## src/hdl/lfpa_pkg.sv

```systemverilog
// Shared constants and controller/datapath handshake types for the lidar frame parser.
// Used by every module of the block; has no dependencies of its own.
package lfpa_pkg;

	// Default frame geometry.
	localparam int POINTS_DEF      = 12;
	localparam int FRAME_BYTES_DEF = 47;

	// Fixed field and state widths.
	localparam int BYTE_W = 8;
	localparam int IDX_W  = 6;
	localparam int SUM_W  = 20;
	localparam int MEAN_W = 16;
	localparam int VPT_W  = 4;

	// Offset of the first point's low distance byte.
	localparam int FIRST_POINT_OFS = 6;

	// Configuration port.
	localparam int CFG_IDX_W = 2;
	localparam logic [CFG_IDX_W-1:0] CFG_HEADER = 2'd0;
	localparam logic [CFG_IDX_W-1:0] CFG_VERLEN = 2'd1;
	localparam logic [CFG_IDX_W-1:0] CFG_POLY   = 2'd2;

	localparam logic [BYTE_W-1:0] HEADER_RST = 8'd84;
	localparam logic [BYTE_W-1:0] VERLEN_RST = 8'd44;
	localparam logic [BYTE_W-1:0] POLY_RST   = 8'd77;

	// Commands from the controller to the datapath.
	typedef struct packed {
		logic step;    // consume the byte on rx_byte
		logic launch;  // frame passed its CRC, start the mean computation
	} ctrl_cmd_t;

	// Status from the datapath to the controller.
	typedef struct packed {
		logic at_last;    // the byte on rx_byte is the CRC byte of the frame
		logic crc_match;  // rx_byte equals the running CRC
		logic div_done;   // divider finishes on this edge
	} dp_stat_t;

endpackage

```

## src/hdl/lfpa_divider.sv

```systemverilog
// Radix-2 restoring divider that turns the distance sum into a mean, one bit per cycle.
// Depends on lfpa_pkg for the sum and mean widths.
module lfpa_divider #(
	parameter int CNT_W = 4
) (
	input  logic                       clk,
	input  logic                       arst_n,
	input  logic                       start,
	input  logic [lfpa_pkg::SUM_W-1:0] dividend,
	input  logic [CNT_W-1:0]           divisor,
	output logic                       done,
	output logic [lfpa_pkg::MEAN_W-1:0] mean,
	output logic [CNT_W-1:0]           count
);

	localparam int SUM_W = lfpa_pkg::SUM_W;
	localparam int IT_W  = $clog2(SUM_W);

	logic [SUM_W-1:0] quo_q;
	logic [CNT_W-1:0] rem_q;
	logic [CNT_W-1:0] den_q;
	logic [IT_W-1:0]  iter_q;
	logic             busy_q;

	logic [CNT_W:0]   trial;
	logic [CNT_W:0]   diff;
	logic             fits;
	logic [CNT_W-1:0] rem_next;

	assign trial    = {rem_q, quo_q[SUM_W-1]};
	assign fits     = trial >= {1'b0, den_q};
	assign diff     = trial - {1'b0, den_q};
	assign rem_next = fits ? diff[CNT_W-1:0] : trial[CNT_W-1:0];

	assign done = busy_q && (iter_q == IT_W'(SUM_W - 1));

	always_ff @(posedge clk or negedge arst_n) begin
		if (!arst_n) begin
			busy_q <= 1'b0;
			iter_q <= '0;
		end else if (start) begin
			busy_q <= 1'b1;
			iter_q <= '0;
		end else if (busy_q) begin
			iter_q <= iter_q + 1'b1;
			if (done) begin
				busy_q <= 1'b0;
			end
		end
	end

	always_ff @(posedge clk) begin
		if (start) begin
			quo_q <= dividend;
			rem_q <= '0;
			den_q <= divisor;
		end else if (busy_q) begin
			quo_q <= {quo_q[SUM_W-2:0], fits};
			rem_q <= rem_next;
		end
	end

	// An empty frame reports a mean of zero rather than the divide-by-zero pattern.
	assign mean  = (den_q == '0) ? '0 : quo_q[lfpa_pkg::MEAN_W-1:0];
	assign count = den_q;

endmodule

```

## src/hdl/lfpa_datapath.sv

```systemverilog
// Frame datapath: configuration registers, byte offset, CRC-8, distance sum and count.
// Depends on lfpa_pkg and instantiates lfpa_divider.
module lfpa_datapath #(
	parameter int POINTS      = lfpa_pkg::POINTS_DEF,
	parameter int FRAME_BYTES = lfpa_pkg::FRAME_BYTES_DEF,
	parameter int CNT_W       = $clog2(POINTS + 1)
) (
	input  logic                           clk,
	input  logic                           arst_n,
	input  logic                           cfg_we,
	input  logic [lfpa_pkg::CFG_IDX_W-1:0] cfg_idx,
	input  logic [lfpa_pkg::BYTE_W-1:0]    cfg_data,
	input  logic [lfpa_pkg::BYTE_W-1:0]    rx_byte,
	input  lfpa_pkg::ctrl_cmd_t            cmd,
	output lfpa_pkg::dp_stat_t             stat,
	output logic [lfpa_pkg::MEAN_W-1:0]    mean_distance,
	output logic [lfpa_pkg::VPT_W-1:0]     valid_points
);

	localparam int BYTE_W = lfpa_pkg::BYTE_W;
	localparam int IDX_W  = lfpa_pkg::IDX_W;
	localparam int SUM_W  = lfpa_pkg::SUM_W;
	localparam int PT_W   = $clog2(FRAME_BYTES / 3 + 2);
	localparam int EXT_W  = (CNT_W > lfpa_pkg::VPT_W) ? CNT_W : lfpa_pkg::VPT_W;

	// Position inside a three-byte point record.
	localparam logic [1:0] PH_LOW  = 2'd0;
	localparam logic [1:0] PH_HIGH = 2'd1;
	localparam logic [1:0] PH_SKIP = 2'd2;

	function automatic logic [BYTE_W-1:0] crc8_step(input logic [BYTE_W-1:0] x,
	                                                input logic [BYTE_W-1:0] poly);
		logic [BYTE_W-1:0] v;
		v = x;
		for (int b = 0; b < BYTE_W; b++) begin
			v = v[BYTE_W-1] ? ({v[BYTE_W-2:0], 1'b0} ^ poly) : {v[BYTE_W-2:0], 1'b0};
		end
		return v;
	endfunction

	logic [BYTE_W-1:0] header_q;
	logic [BYTE_W-1:0] verlen_q;
	logic [BYTE_W-1:0] poly_q;

	logic [IDX_W-1:0]  idx_q;
	logic [BYTE_W-1:0] crc_q;
	logic [SUM_W-1:0]  sum_q;
	logic [CNT_W-1:0]  cnt_q;
	logic [BYTE_W-1:0] low_q;
	logic [1:0]        phase_q;
	logic [PT_W-1:0]   pt_q;

	logic              in_points;
	logic              hdr_bad;
	logic              ver_bad;
	logic              restart;
	logic              low_hit;
	logic              high_hit;
	logic [15:0]       pt_dist;
	logic [CNT_W-1:0]  div_count;
	logic [EXT_W-1:0]  count_ext;

	always_ff @(posedge clk or negedge arst_n) begin
		if (!arst_n) begin
			header_q <= lfpa_pkg::HEADER_RST;
			verlen_q <= lfpa_pkg::VERLEN_RST;
			poly_q   <= lfpa_pkg::POLY_RST;
		end else if (cfg_we) begin
			case (cfg_idx)
				lfpa_pkg::CFG_HEADER: header_q <= cfg_data;
				lfpa_pkg::CFG_VERLEN: verlen_q <= cfg_data;
				lfpa_pkg::CFG_POLY:   poly_q   <= cfg_data;
				default: ;
			endcase
		end
	end

	assign stat.at_last   = idx_q >= IDX_W'(FRAME_BYTES - 1);
	assign stat.crc_match = rx_byte == crc_q;

	assign in_points = idx_q >= IDX_W'(lfpa_pkg::FIRST_POINT_OFS);
	assign hdr_bad   = (idx_q == IDX_W'(0)) && (rx_byte != header_q);
	assign ver_bad   = (idx_q == IDX_W'(1)) && (rx_byte != verlen_q);
	assign restart   = hdr_bad || ver_bad || stat.at_last;

	// A low byte whose high byte would land on the CRC byte is not kept.
	assign low_hit  = in_points && (phase_q == PH_LOW) && (int'(pt_q) < POINTS) &&
	                  (int'(idx_q) + 1 < FRAME_BYTES - 1);
	assign high_hit = in_points && (phase_q == PH_HIGH) && (int'(pt_q) < POINTS);
	assign pt_dist  = {rx_byte, low_q};

	always_ff @(posedge clk or negedge arst_n) begin
		if (!arst_n) begin
			idx_q   <= '0;
			crc_q   <= '0;
			sum_q   <= '0;
			cnt_q   <= '0;
			low_q   <= '0;
			phase_q <= PH_LOW;
			pt_q    <= '0;
		end else if (cmd.step) begin
			if (restart) begin
				idx_q   <= '0;
				crc_q   <= '0;
				sum_q   <= '0;
				cnt_q   <= '0;
				low_q   <= '0;
				phase_q <= PH_LOW;
				pt_q    <= '0;
			end else begin
				idx_q <= idx_q + 1'b1;
				crc_q <= crc8_step(crc_q ^ rx_byte, poly_q);
				if (low_hit) begin
					low_q <= rx_byte;
				end
				if (high_hit && (pt_dist != '0)) begin
					sum_q <= SUM_W'(sum_q + SUM_W'(pt_dist));
					cnt_q <= cnt_q + 1'b1;
				end
				if (in_points) begin
					if (phase_q == PH_SKIP) begin
						phase_q <= PH_LOW;
						pt_q    <= pt_q + 1'b1;
					end else begin
						phase_q <= phase_q + 1'b1;
					end
				end
			end
		end
	end

	lfpa_divider #(
		.CNT_W(CNT_W)
	) u_div (
		.clk     (clk),
		.arst_n  (arst_n),
		.start   (cmd.launch),
		.dividend(sum_q),
		.divisor (cnt_q),
		.done    (stat.div_done),
		.mean    (mean_distance),
		.count   (div_count)
	);

	assign count_ext    = EXT_W'(div_count);
	assign valid_points = count_ext[lfpa_pkg::VPT_W-1:0];

endmodule

```

## src/hdl/lfpa_ctrl.sv

```systemverilog
// Controller: byte and result handshakes, and sequencing of the mean computation.
// Depends on lfpa_pkg for the command and status types.
module lfpa_ctrl (
	input  logic                clk,
	input  logic                arst_n,
	input  logic                rx_valid,
	output logic                rx_stall,
	output logic                res_valid,
	input  logic                res_stall,
	input  lfpa_pkg::dp_stat_t  stat,
	output lfpa_pkg::ctrl_cmd_t cmd
);

	typedef enum logic [1:0] {
		S_IDLE,
		S_DIV,
		S_OUT
	} state_t;

	state_t state_q;
	logic   res_valid_q;
	logic   accept;

	// Only a CRC byte has to wait, and only while the previous result is still in flight.
	assign rx_stall   = stat.at_last && (state_q != S_IDLE);
	assign accept     = rx_valid && !rx_stall;
	assign cmd.step   = accept;
	assign cmd.launch = accept && stat.at_last && stat.crc_match;
	assign res_valid  = res_valid_q;

	always_ff @(posedge clk or negedge arst_n) begin
		if (!arst_n) begin
			state_q     <= S_IDLE;
			res_valid_q <= 1'b0;
		end else begin
			case (state_q)
				S_IDLE: begin
					if (cmd.launch) begin
						state_q <= S_DIV;
					end
				end
				S_DIV: begin
					if (stat.div_done) begin
						state_q     <= S_OUT;
						res_valid_q <= 1'b1;
					end
				end
				S_OUT: begin
					if (!res_stall) begin
						state_q     <= S_IDLE;
						res_valid_q <= 1'b0;
					end
				end
				default: begin
					state_q     <= S_IDLE;
					res_valid_q <= 1'b0;
				end
			endcase
		end
	end

`ifndef SYNTHESIS
	a_stall_only_last: assert property (@(posedge clk) disable iff (!arst_n)
		rx_stall |-> stat.at_last)
		else $error("byte stalled away from the CRC position");

	a_launch_idle: assert property (@(posedge clk) disable iff (!arst_n)
		cmd.launch |-> (state_q == S_IDLE) && !res_valid_q)
		else $error("mean computation launched while a result is in flight");

	a_launch_div: assert property (@(posedge clk) disable iff (!arst_n)
		cmd.launch |=> (state_q == S_DIV) && !res_valid_q)
		else $error("launch did not enter the divide state");

	a_done_in_div: assert property (@(posedge clk) disable iff (!arst_n)
		stat.div_done |-> (state_q == S_DIV))
		else $error("divider finished outside the divide state");

	a_valid_state: assert property (@(posedge clk) disable iff (!arst_n)
		res_valid_q == (state_q == S_OUT))
		else $error("result valid out of step with the state");
`endif

endmodule

```

## src/hdl/lidar_frame_parse_average_top.sv

```systemverilog
// Lidar frame parser and distance averager, top level.
// Bytes enter on the rx channel at up to one request per cycle. Each frame is FRAME_BYTES
// bytes: a header byte, a version/length byte, point records of three bytes from offset 6
// (distance low, distance high, intensity) and a final CRC-8 byte. A wrong header or
// version byte drops the byte and resynchronizes; a CRC mismatch drops the frame.
// A frame that passes its CRC gives one request on the res channel with the integer mean
// of its nonzero distances (0 if there are none) and their count.
// The result is computed by the bit-serial divider after the CRC byte is taken, one quotient
// bit per cycle over the 20-bit sum. Bytes are taken at one per cycle, also while the
// divider runs; only the CRC byte of the next frame waits on rx_stall until the previous
// result has been taken. A stalled result holds its value.
// Reset loads the register defaults (header 84, version 44, polynomial 77) and puts the
// parser at the start of a frame with nothing pending. Configuration writes take effect at
// once and are meant for times when no frame is in progress.
// Depends on lfpa_pkg, lfpa_ctrl, lfpa_datapath and lfpa_divider.
module lidar_frame_parse_average_top #(
	parameter int POINTS      = lfpa_pkg::POINTS_DEF,
	parameter int FRAME_BYTES = lfpa_pkg::FRAME_BYTES_DEF
) (
	input  logic                           clk,
	input  logic                           arst_n,
	input  logic                           cfg_we,
	input  logic [lfpa_pkg::CFG_IDX_W-1:0] cfg_idx,
	input  logic [lfpa_pkg::BYTE_W-1:0]    cfg_data,
	input  logic                           rx_valid,
	output logic                           rx_stall,
	input  logic [lfpa_pkg::BYTE_W-1:0]    rx_byte,
	output logic                           res_valid,
	input  logic                           res_stall,
	output logic [lfpa_pkg::MEAN_W-1:0]    mean_distance,
	output logic [lfpa_pkg::VPT_W-1:0]     valid_points
);

	lfpa_pkg::ctrl_cmd_t cmd;
	lfpa_pkg::dp_stat_t  stat;

	lfpa_ctrl u_ctrl (
		.clk      (clk),
		.arst_n   (arst_n),
		.rx_valid (rx_valid),
		.rx_stall (rx_stall),
		.res_valid(res_valid),
		.res_stall(res_stall),
		.stat     (stat),
		.cmd      (cmd)
	);

	lfpa_datapath #(
		.POINTS     (POINTS),
		.FRAME_BYTES(FRAME_BYTES)
	) u_dp (
		.clk          (clk),
		.arst_n       (arst_n),
		.cfg_we       (cfg_we),
		.cfg_idx      (cfg_idx),
		.cfg_data     (cfg_data),
		.rx_byte      (rx_byte),
		.cmd          (cmd),
		.stat         (stat),
		.mean_distance(mean_distance),
		.valid_points (valid_points)
	);

endmodule
```

## config.mk

```make
export PLATFORM = sky130hd
export DESIGN_NAME = lidar_frame_parse_average_top
export DESIGN_NICKNAME = d
export VERILOG_FILES = /design/src/hdl/lfpa_pkg.sv /design/src/hdl/lfpa_divider.sv /design/src/hdl/lfpa_datapath.sv /design/src/hdl/lfpa_ctrl.sv /design/src/hdl/lidar_frame_parse_average_top.sv
export SDC_FILE = /design/constraint.sdc
export NUM_CORES = 1
export LEC_CHECK = 0
export ABC_CLOCK_PERIOD_IN_PS = 6200
export BUFFER_PORTS_ARGS = -buffer_cell sky130_fd_sc_hd__buf_2
export CELL_PAD_IN_SITES_DETAIL_PLACEMENT = 1
export CELL_PAD_IN_SITES_GLOBAL_PLACEMENT = 2
export CORE_MARGIN = 2
export CORE_UTILIZATION = 40
export DETAILED_ROUTE_END_ITERATION = 10
export PLACE_DENSITY_LB_ADDON = 0.1
export SYNTH_ARGS = -nofsm -noshare
export SYNTH_HDL_FRONTEND = slang
export SYNTH_SLANG_ARGS = --single-unit
```

## constraint.sdc

```tcl
create_clock -name clk -period 6.2 [get_ports clk]
set_clock_uncertainty 0.2 [all_clocks]
set_input_delay 0 -clock clk [delete_from_list [all_inputs] [get_ports clk]]
set_output_delay 0 -clock clk [all_outputs]
set_load 0.05 [all_outputs]
```

==> results.ini <==
[clock_network]
cts_tree=built
post_cts_buffers=0
clk_pin_slew_ns=0.06
cts_sinks=114
root_buffer=clkbuf_16
ctsResizeCount=0
cts_hold_buf=22
cts-htree-levels=4
worstSkewPairLatency_ns=0.41
numCtsBuffers=17
clock_tree.buffer_depth=2

[synthesis]
synth_flop_cell=dfrtp_1
synth.area.top_cells=dfrtp_1 (27%), edfxtp_1 (10%), xnor2_1 (7.7%), mux2_2 (7.2%), ha_1 (4.7%)
syn-instance-count=697
syn-num-nets=749
syn_avg_cell_area_um2=10.3
syn_area_um2=7150
synth_edf_count=24
yosys.area.top_type=dfrtp_1
yosysUniqueCellTypes=67
yosysWarnings=0
yosysTopAreaCellShare_pct=26.6
synth-seq-area-share_pct=41.5
ys_seq_elements=114
synthArstFlopShare_pct=75.4

[timing]
rsz0062_at_grt=no
finalCritPeriodShare_pct=73.4
max_slew_margin_pct=18.2
finalSetupViolCount=0
max_freq_mhz=220
fin_tns_setup_ns=0
setup_ws_ns=1.65
tightest_slew_ns=1.22
min_period_ns=4.55
maxSlewViolCount=0
hold_viol_final=0

[setup_path]
critPathMaxFanout=20
cp.buffers_inverters=1
cp_top_family=XOR/XNOR gates
cp.required_ns=6.29
critPathMaxStageDelay_ns=0.75
cp.arrival_ns=4.64
crit_path_end_kind=flip-flop
crit_type=flip-flop to flip-flop
crit_chain=inv_1, or4_1, a31o_1, a211oi_2, xnor2_1, xnor2_1, nand2_1, xnor3_1, nand3_1, nand3_1, xnor3_1, a22o_1
reg2regPathDepth=12
critPathLaunchType=flip-flop
path_depth=12
cpMaxStageDelayCell=dfrtp_1

[routing]
routedWlPerCell_um=18.9
first_pass_iters=4
vias_per_cell=5.46
drt-initial-drc-count=300
drt_wl_total_um=18800
num_vias=5426
drc=0
postRouteAntennaNets=0

[pwr]
switchingPower_uw=1150
power_density_nw_per_um2=403
power_frac_clock_pct=28.7
switching_share_pct=34.4
intPower_uw=2200
vdd_ir_drop_max_uv=251
seqPwrFrac_pct=26.4
pwr-share-comb_pct=44.9
p_leak_uw=0.00347

[placement]
dp_slack_ns=1.67
numPortBuffers=44
place_congestion=0.813
dp_hpwl_um=13400

[grt]
antenna_found_initial=0
grt_most_used_layer=met2
use_met3_pct=3.27
grt_max_degree=54
grt_use_total_pct=21.1
grt_pass1_wl_um=30400
met1_usage_pct=29.4
grt_overflow_total=0
grt_pass1_vias=5630
met2_usage_pct=33.8

[status]
status=finished, final reports clean

[cells_and_area]
drive_above_1_share_pct=19.8
seqCellArea_um2=2970
syn2layout_area_growth_pct=16.6
num-nets-final=808
antennaDiodeCount=0
fill_cells=1923
multiInputGateArea_um2=3960

[die]
die_width_um=138
die_area_um2=19000
ios=45
initial_core_util_pct=41.2
rows=48
die_h_um=138
coreArea_um2=17400

[worst_hold_path]
holdCritPathClass=primary input to async pin

[run]
maxCapViolCount=0

==> worst paths after layout <==
path / slack (ns) / endpoint / start
worst max-delay path: 1.65 / u_dp.crc_q[7]$_DFFE_PN0P_ / u_dp.poly_q[7]$_DFFE_PN0P_
worst min-delay path: 0.03 / u_dp.header_q[6]$_DFFE_PN1P_ / arst_n
worst max register to register: 1.65 / u_dp.crc_q[7]$_DFFE_PN0P_ / u_dp.poly_q[7]$_DFFE_PN0P_
worst min register to register: 0.30 / u_dp.u_div.count[3]$_DFFE_PP_ / u_dp.cnt_q[3]$_DFFE_PN0P_
max in group asynchronous: 5.03 / u_dp.sum_q[5]$_DFFE_PN0P_ / arst_n
min in group clk: 0.09 / u_dp.verlen_q[6]$_DFFE_PN0P_ / cfg_idx[1]
==> registers in the layout (all words and copies together) (netlist names) <==
register           cells
u_dp.sum_q            20
u_dp.u_div.quo_q      20
u_dp.crc_q             8
u_dp.header_q          8
u_dp.low_q             8
u_dp.poly_q            8
u_dp.verlen_q          8
u_dp.idx_q             6
u_dp.pt_q              5
u_dp.u_div.iter_q      5
u_dp.cnt_q             4
u_dp.u_div.count       4
u_dp.u_div.rem_q       4
u_ctrl.state_q         2
u_dp.phase_q           2
u_ctrl.res_valid       1
u_dp.u_div.busy_q      1
==> Yosys cell counts, drive strengths merged (17+ instances only) <==
cell and instances:
nand2 79, dfrtp 76, xnor2 67, mux2 47
nor2 45, o21ai 33, xor2 28, ha 27
a21oi 26, a22o 25, edfxtp 24, nor2b 23
clkbuf 22, nand3 20, inv 17
==> per-layer routing <==
layer	vias up	wire, um
met1	2745	9070
met2	79	9020
li1	2587	-
met5	-	0
met4	0	262
met3	15	485
==> cells by family after synthesis <==
logic type                 after synthesis  share of synthesized area, %
muxes                                   54                          8.38
buffers and inverters                   48                          3.38
AOI/OAI and AO/OA                      125                          11.8
xor gates and xnor gates               102                          14.3
adders and majority gates               30                          5.43
and+or+nand+nor                        224                          15.2
DFF                                    114                          41.5
==> worst reg2reg max path: stages, from the launching register on <==
cell and delay (ns):
dfrtp_1 0.75, inv_1 0.20, or4_1 0.59, a31o_1 0.24
a211oi_2 0.35, xnor2_1 0.17, xnor2_1 0.49, nand2_1 0.12
xnor3_1 0.28, nand3_1 0.26, nand3_1 0.18, xnor3_1 0.40
a22o_1 0.20
==> per-stage QoR <==
stage / hold slack (ns) / instance area, um^2 / power [uW] / util, % / instances
floorplan: -0.496 / 7150 / 2120 / - / 697
global placement: -0.216 / 7530 / 2360 / 43.4 / 940
detailed placement: -0.212 / 7530 / 2400 / 43.4 / 940
CTS: 0.0271 / 8340 / 3400 / 48.0 / 994
global route: 0.0726 / 8340 / 3570 / 48.0 / 994
finish: 0.0323 / 8340 / 3360 / 48.0 / 994
==> layout by cell type (no fill, tap or decap), types with 7 or more instances in the layout <==
cell           instances
dfstp_2               10
a21oi_1               26
nand2_1               79
nor2_1                45
xnor2_1               63
ha_1                  27
mux2i_1                7
inv_1                 17
xor2_1                28
mux2_2                46
clkbuf_16             17
o21ai_0               26
nand3_1               20
a22o_1                25
buf_2                 43
dlygate4sd3_1         21
dfrtp_1               76
xnor3_1                7
nand4_1               16
nor2b_1               23
edfxtp_1              24
==> power by group through the flow <==
| stage | logic [uW] | clock network [uW] | registers (uW) |
|---|---|---|---|
| 5_1_grt | 1660 | 1020 | 895 |
| 2_1_floorplan | 1270 | 0 | 857 |
| 4_1_cts | 1520 | 990 | 887 |
| 3_3_place_gp | 1460 | 0 | 898 |
| 6_report | 1510 | 963 | 888 |
| 3_5_place_dp | 1500 | 0 | 901 |
==> layout make-up <==
class	instances	share of cell area, %
Tap cell	225	3.38
Clock buffer	20	5.36
Clock inverter	12	1.59
Inverter	17	0.765
Sequential cell	114	35.6
Multi-Input combinational cell	535	47.5
Timing Repair Buffer	71	5.88
No activity file was read; power rests on OpenSTA's default activity.
